==> config.mk <==
export PLATFORM = sky130hd
export DESIGN_NAME = sffc_scale
export DESIGN_NICKNAME = d
export VERILOG_FILES = /design/src/sv/sffc_pkg.sv /design/src/sv/sffc_scale.sv
export SDC_FILE = /design/constraint.sdc
export NUM_CORES = 1
export LEC_CHECK = 0
export BUFFER_PORTS_ARGS = -buffer_cell sky130_fd_sc_hd__buf_2
export CAP_MARGIN = 40
export CELL_PAD_IN_SITES_DETAIL_PLACEMENT = 0
export CELL_PAD_IN_SITES_GLOBAL_PLACEMENT = 1
export CORE_MARGIN = 5
export CORE_UTILIZATION = 40
export DETAILED_ROUTE_END_ITERATION = 6
export PLACE_DENSITY = 0.72
export SETUP_SLACK_MARGIN = 0.4
export SYNTH_ARGS = -nofsm -noshare
export SYNTH_HDL_FRONTEND = slang
export SYNTH_SLANG_ARGS = --single-unit
export TNS_END_PERCENT = 10
==> constraint.sdc <==
create_clock -name clk -period 13.1 [get_ports clk]
set_input_delay 0.655 -clock clk [delete_from_list [all_inputs] [get_ports clk]]
set_output_delay 0.655 -clock clk [all_outputs]
set_load 0.05 [all_outputs]
==> src/sv/sffc_pkg.sv <==
// Shared constants, codes, types and neighbor helpers of the shoreline flow fill core.
// No dependencies.
`default_nettype none

package sffc_pkg;

  localparam int GRID_BITS    = 6;
  localparam int GRID_SIZE    = 1 << GRID_BITS;
  localparam int PIX_BITS     = 2 * GRID_BITS;
  localparam int QUEUE_BITS   = 8;
  localparam int QUEUE_PIXELS = 1 << QUEUE_BITS;

  localparam int HEIGHT_W = 16;
  localparam int WORD_W   = 16;
  localparam int COMP_W   = 11;
  localparam int LEN2_W   = 20;
  localparam int DIR_W    = 8;
  localparam int QUO_W    = 14;
  localparam int PROD_W   = LEN2_W + QUO_W - 1;
  localparam int SCALE_K  = 127 * 127;
  localparam int DIV_STEPS  = QUO_W;
  localparam int SQRT_STEPS = QUO_W / 2;

  localparam logic [WORD_W-1:0] FLOW_ZERO = 16'h8080;

  typedef logic [1:0] op_t;
  localparam op_t OP_WRITE = 2'd0;
  localparam op_t OP_FILL  = 2'd1;
  localparam op_t OP_READ  = 2'd2;

  typedef logic [1:0] tag_t;
  localparam tag_t TAG_WATER  = 2'd0;
  localparam tag_t TAG_QUEUED = 2'd1;
  localparam tag_t TAG_GROUND = 2'd2;
  localparam tag_t TAG_DONE   = 2'd3;

  typedef logic [2:0] nb_t;
  localparam nb_t NB_CENTER = 3'd0;
  localparam nb_t NB_LEFT   = 3'd1;
  localparam nb_t NB_RIGHT  = 3'd2;
  localparam nb_t NB_UP     = 3'd3;
  localparam nb_t NB_DOWN   = 3'd4;
  localparam nb_t NB_COMMIT = 3'd5;

  localparam logic [PIX_BITS-1:0]  ROW_STEP = PIX_BITS'(GRID_SIZE);
  localparam logic [GRID_BITS-1:0] EDGE_HI  = GRID_BITS'(GRID_SIZE - 1);

  typedef struct packed {
    logic                     start;
    logic signed [COMP_W-1:0] comp;
    logic [LEN2_W-1:0]        len2;
  } scale_req_t;

  typedef struct packed {
    logic                    done;
    logic signed [DIR_W-1:0] value;
  } scale_rsp_t;

  function automatic logic nb_exists(logic [PIX_BITS-1:0] p, nb_t j);
    logic [GRID_BITS-1:0] col;
    logic [GRID_BITS-1:0] row;
    logic                 ok;
    col = p[GRID_BITS-1:0];
    row = p[PIX_BITS-1:GRID_BITS];
    unique case (j)
      NB_LEFT:  ok = (col != '0);
      NB_RIGHT: ok = (col != EDGE_HI);
      NB_UP:    ok = (row != '0);
      NB_DOWN:  ok = (row != EDGE_HI);
      default:  ok = 1'b1;
    endcase
    return ok;
  endfunction

  function automatic logic [PIX_BITS-1:0] nb_addr(logic [PIX_BITS-1:0] p, nb_t j);
    logic [PIX_BITS-1:0] a;
    unique case (j)
      NB_LEFT:  a = p - 1'b1;
      NB_RIGHT: a = p + 1'b1;
      NB_UP:    a = p - ROW_STEP;
      NB_DOWN:  a = p + ROW_STEP;
      default:  a = p;
    endcase
    return a;
  endfunction

endpackage

`default_nettype wire

==> src/sv/sffc_scale.sv <==
// Shared scaling unit: c*127/|(X,Y)| truncated toward zero, by multiply,
// restoring division and bitwise square root. Uses sffc_pkg.
`default_nettype none

module sffc_scale (
  input  wire                 clk,
  input  wire                 rst,
  input  sffc_pkg::scale_req_t req,
  output sffc_pkg::scale_rsp_t rsp
);

  typedef enum logic [2:0] {S_IDLE, S_SQ, S_MUL, S_DIV, S_SQRT, S_DONE} state_t;

  state_t                          state;
  logic                            neg;
  logic [sffc_pkg::COMP_W-2:0]     mag;
  logic [sffc_pkg::LEN2_W-1:0]     len2;
  logic [sffc_pkg::LEN2_W-1:0]     mm;
  logic [sffc_pkg::LEN2_W-1:0]     rem;
  logic [sffc_pkg::QUO_W-1:0]      dlo;
  logic [sffc_pkg::QUO_W-1:0]      quo;
  logic [sffc_pkg::QUO_W-1:0]      acc;
  logic [sffc_pkg::QUO_W:0]        root;
  logic [sffc_pkg::QUO_W-1:0]      bitv;
  logic [3:0]                      cnt;

  logic signed [sffc_pkg::COMP_W-1:0] abs_c;
  logic [sffc_pkg::PROD_W-1:0]     prod;
  logic [sffc_pkg::LEN2_W:0]       trial;
  logic                            div_ge;
  logic [sffc_pkg::QUO_W:0]        root_bit;
  logic                            sqrt_ge;

  always_comb begin
    abs_c    = req.comp[sffc_pkg::COMP_W-1] ? -req.comp : req.comp;
    prod     = sffc_pkg::PROD_W'(mm) * sffc_pkg::PROD_W'(sffc_pkg::SCALE_K);
    trial    = {rem, dlo[sffc_pkg::QUO_W-1]};
    div_ge   = trial >= {1'b0, len2};
    root_bit = root + (sffc_pkg::QUO_W+1)'(bitv);
    sqrt_ge  = {1'b0, acc} >= root_bit;
  end

  always_ff @(posedge clk) begin
    if (rst) begin
      state     <= S_IDLE;
      rsp.done  <= 1'b0;
    end else begin
      rsp.done <= (state == S_DONE);
      unique case (state)
        S_IDLE: begin
          if (req.start) begin
            neg   <= req.comp[sffc_pkg::COMP_W-1];
            mag   <= abs_c[sffc_pkg::COMP_W-2:0];
            len2  <= req.len2;
            state <= S_SQ;
          end
        end
        S_SQ: begin
          mm    <= sffc_pkg::LEN2_W'(mag) * sffc_pkg::LEN2_W'(mag);
          state <= S_MUL;
        end
        S_MUL: begin
          rem   <= sffc_pkg::LEN2_W'(prod[sffc_pkg::PROD_W-1:sffc_pkg::QUO_W]);
          dlo   <= prod[sffc_pkg::QUO_W-1:0];
          quo   <= '0;
          cnt   <= '0;
          state <= S_DIV;
        end
        S_DIV: begin
          rem <= div_ge ? sffc_pkg::LEN2_W'(trial - {1'b0, len2})
                        : trial[sffc_pkg::LEN2_W-1:0];
          quo <= {quo[sffc_pkg::QUO_W-2:0], div_ge};
          dlo <= dlo << 1;
          if (cnt == 4'(sffc_pkg::DIV_STEPS - 1)) begin
            acc   <= {quo[sffc_pkg::QUO_W-2:0], div_ge};
            root  <= '0;
            bitv  <= sffc_pkg::QUO_W'(1) << (sffc_pkg::QUO_W - 2);
            cnt   <= '0;
            state <= S_SQRT;
          end else begin
            cnt <= cnt + 1'b1;
          end
        end
        S_SQRT: begin
          if (sqrt_ge) begin
            acc  <= acc - root_bit[sffc_pkg::QUO_W-1:0];
            root <= (root >> 1) + (sffc_pkg::QUO_W+1)'(bitv);
          end else begin
            root <= root >> 1;
          end
          bitv <= bitv >> 2;
          cnt  <= cnt + 1'b1;
          if (cnt == 4'(sffc_pkg::SQRT_STEPS - 1)) begin
            state <= S_DONE;
          end
        end
        S_DONE: begin
          rsp.value <= neg ? -$signed(root[sffc_pkg::DIR_W-1:0])
                           : $signed(root[sffc_pkg::DIR_W-1:0]);
          state     <= S_IDLE;
        end
        default: state <= S_IDLE;
      endcase
    end
  end

endmodule

`default_nettype wire

==> out/results.tsv <==
stage	metric	value	unit
finish	syn_to_final_growth	8.88	%
yosys	synth_top_family_by_area	adder cells	
floorplan	start_util	40.3	%
route	via_count	10000	
yosys	ys_seq_area_share	30.1	%
yosys	synth_seq_cells	149	
setup_path	critPathKind	reg2reg	
finish	regArea	4430	um2
setup_path	worstPathRequired	13.29	ns
timing	hold_viol	0	
placement	dp_hpwl	23400	um
route	drtPass1Iterations	5	
timing	finalSetupTns	0	ns
global_route	grt.overflow.total	0	
clock_tree	clk_pin_slew	0.07	ns
route	wl_per_cell	14.9	um
setup_path	cp.arrival	5.80	ns
route	antenna_left	0	
timing	setup_viol	0	
job	maxCapViolations	0	
yosys	synth_edf_count	145	
yosys	synth_compound_area_share	12.4	%
floorplan	rows	70	
setup_path	cp_max_fo	5	
yosys	synth_warnings	0	
global_route	met3_usage	2.20	%
clock_tree	cts_resized	0	
finish	nets	1827	
yosys	synth_top_area_share	29.6	%
clock_tree	insertion_delay	0.45	ns
yosys	muxShareOfSynthArea	2.00	%
timing	maxSlewHeadroom	42.8	%
setup_path	start_kind	flip-flop	
yosys	ys_types	74	
floorplan	core_area	36500	um2
yosys	synthAdderAreaFrac	31.2	%
global_route	grt.met1_usage	21.3	%
clock_tree	clockBufferDepth	2	
timing	clock.fmax	178	MHz
placement	globalplace.congestion	0.846	
setup_path	end_kind	flip-flop	
finish	layout-drive-gt1-share	7.39	%
yosys	synth_fp_nets	1795	
yosys	syn_avg_cell_area	10.1	um2
yosys	async_reset_ff_share	0	%
global_route	grt_pass1_wl	50100	um
clock_tree	h-tree-depth	4	
yosys	synthXorXnorAreaFrac	6.18	%
route	drt_iter0_drc	469	
route	vias_per_cell	5.10	
floorplan	die-area	40800	um2
yosys	synth_ff_type	edfxtp_1	
global_route	grtUsageMet2	23.6	%
run_status	outcome	complete, no violations	
clock_tree	ctsHoldBuffers	0	
timing	fin_crit	5.62	ns
yosys	synth.largest_area_cell	edfxtp_1	
finish	fillers	3519	
route	routed_wl	29300	um
clock_tree	cts_tree	built	
setup_path	reg2regPathDepth	19	
route	drcViolationCount	0	
floorplan	fp.dieW	202	um
global_route	busiest_layer	met2	
finish	instances_no_fill	1971	
global_route	first_global_vias	10000	
worst_hold_path	hp-class	in2reg	
clock_tree	numClockSinks	149	
placement	dp.cells	1939	
floorplan	boundaryPins	43	
timing	worst_hold_slack	0.370	ns
clock_tree	postCtsSetupBuffers	0	
clock_tree	cts_buffers	17	
yosys	synth_area	14700	um2
timing	fin_crit_sh	42.9	%
global_route	grt.total_usage	14.8	%
floorplan	die_h	202	um
timing	worstMarginPinSlew	0.857	ns
timing	rsz0062_at_grt	false	
clock_tree	cts_root_buf	clkbuf_16	
finish	multiInputGateArea	9360	um2
yosys	yosys-top-cells-count	inv_1, ha_1, edfxtp_1	
timing	finalMaxSlewViolations	0	
yosys	synth_cells	1458	
yosys	yosysMostFrequentCell	inv_1	
global_route	antenna_found_initial	0	
timing	fin_skew	0.0161	ns
finish	antenna_cells	0	
yosys	yosys-top-cells-area	edfxtp_1, ha_1, fa_1	
yosys	synthSimpleGateAreaFrac	11.6	%
global_route	grt_max_degree	55	
placement	numPortBuffers	42	
worst_hold_path	hold_path_depth	1	
## worst paths after layout
| path | startpoint | to | slack (ns) |
|---|---|---|---|
| max | mm[6]$_DFFE_PP_ | rem[13]$_DFFE_PP_ | 7.48 |
| min reg2reg | state[0]$_SDFFE_PP0P_ | rsp[8]$_SDFF_PP0_ | 0.50 |
| max reg2reg | mm[6]$_DFFE_PP_ | rem[13]$_DFFE_PP_ | 7.48 |
| min | req[10] | len2[10]$_DFFE_PP_ | 0.37 |
## worst max-delay path: stages (launching register included)
cell      delay, ns
edfxtp_1       0.49
fa_1           0.56
fa_1           0.56
inv_1          0.06
fa_1           0.50
inv_1          0.04
ha_1           0.28
ha_1           0.28
inv_1          0.05
fa_1           0.49
inv_1          0.04
ha_1           0.35
a211oi_2       0.30
o21ai_0        0.16
o211ai_1       0.31
o22ai_1        0.14
a311oi_1       0.38
o21ai_0        0.15
a21oi_1        0.16
a21oi_1        0.05
## state kept, by name (all words and copies together) (netlist names), 3 cells and up
name and cells:
dlo 14, cnt 4, mm 19, rsp 9
acc 14, root 15, bitv 7, mag 10
state 3, len2 20, rem 20, quo 13
## layout by cell type, fill, tap and decap left out, types with 4 or more instances in the layout
cell type,Yosys,final
clkbuf_16,0,17
a31oi_1,17,17
o211ai_1,10,10
nand3_1,13,13
and3_1,12,11
fa_1,108,108
or3_1,6,6
a21oi_1,60,59
ha_1,195,195
o21ai_1,5,5
xor2_1,29,29
nand2_1,122,122
edfxtp_1,145,145
or4_1,4,4
nand4_1,9,9
nand2b_1,12,12
a211oi_1,11,11
a31o_2,4,4
inv_8,0,5
dfxtp_1,4,4
inv_1,213,213
nor2b_1,17,17
buf_4,1,7
o21bai_1,14,14
buf_2,0,42
mux2i_1,26,26
xnor2_1,73,73
o31ai_1,9,9
a21o_1,31,31
nor2_1,76,74
and2_1,45,45
nor3_1,23,23
o21a_1,7,7
o21ai_0,56,56
## area by class of cell
type,count,share of cell area (%)
Clock inverter,13,0.718
Tap cell,468,3.65
Multi-Input combinational cell,1058,58.4
Clock buffer,19,2.70
Inverter,213,4.98
Sequential cell,149,27.6
Timing Repair Buffer,51,1.93
## kinds of logic (layout without fill, tap and decap cells)
kind of cell    after synthesis  after routing
compound gates              268            268
flops                       149            149
xor+xnor                    103            103
mux                          29             29
simple gates                354            354
fa+ha+maj                   303            303
buf+inv                     251            296
other cells                   1              1
## through the flow
step / util (%) / setup WS, ns / cell area, um2
final: 43.9 / 7.48 / 16000
after global routing: 43.9 / 7.12 / 16000
after CTS: 43.9 / 7.46 / 16000
after detailed placement: 42.4 / 7.48 / 15500
after global placement: 42.3 / 7.49 / 15400
after floorplan: - / 7.81 / 14700
## per-layer routing
metal,part of all wire (%),up-vias
li1,-,5086
met1,51,4845
met2,46,98
met3,2.1,18
met4,1.1,0
met5,0,-
Power is not shown: default switching activity piles up to over one toggle a cycle in this logic, so the estimate is an artifact.
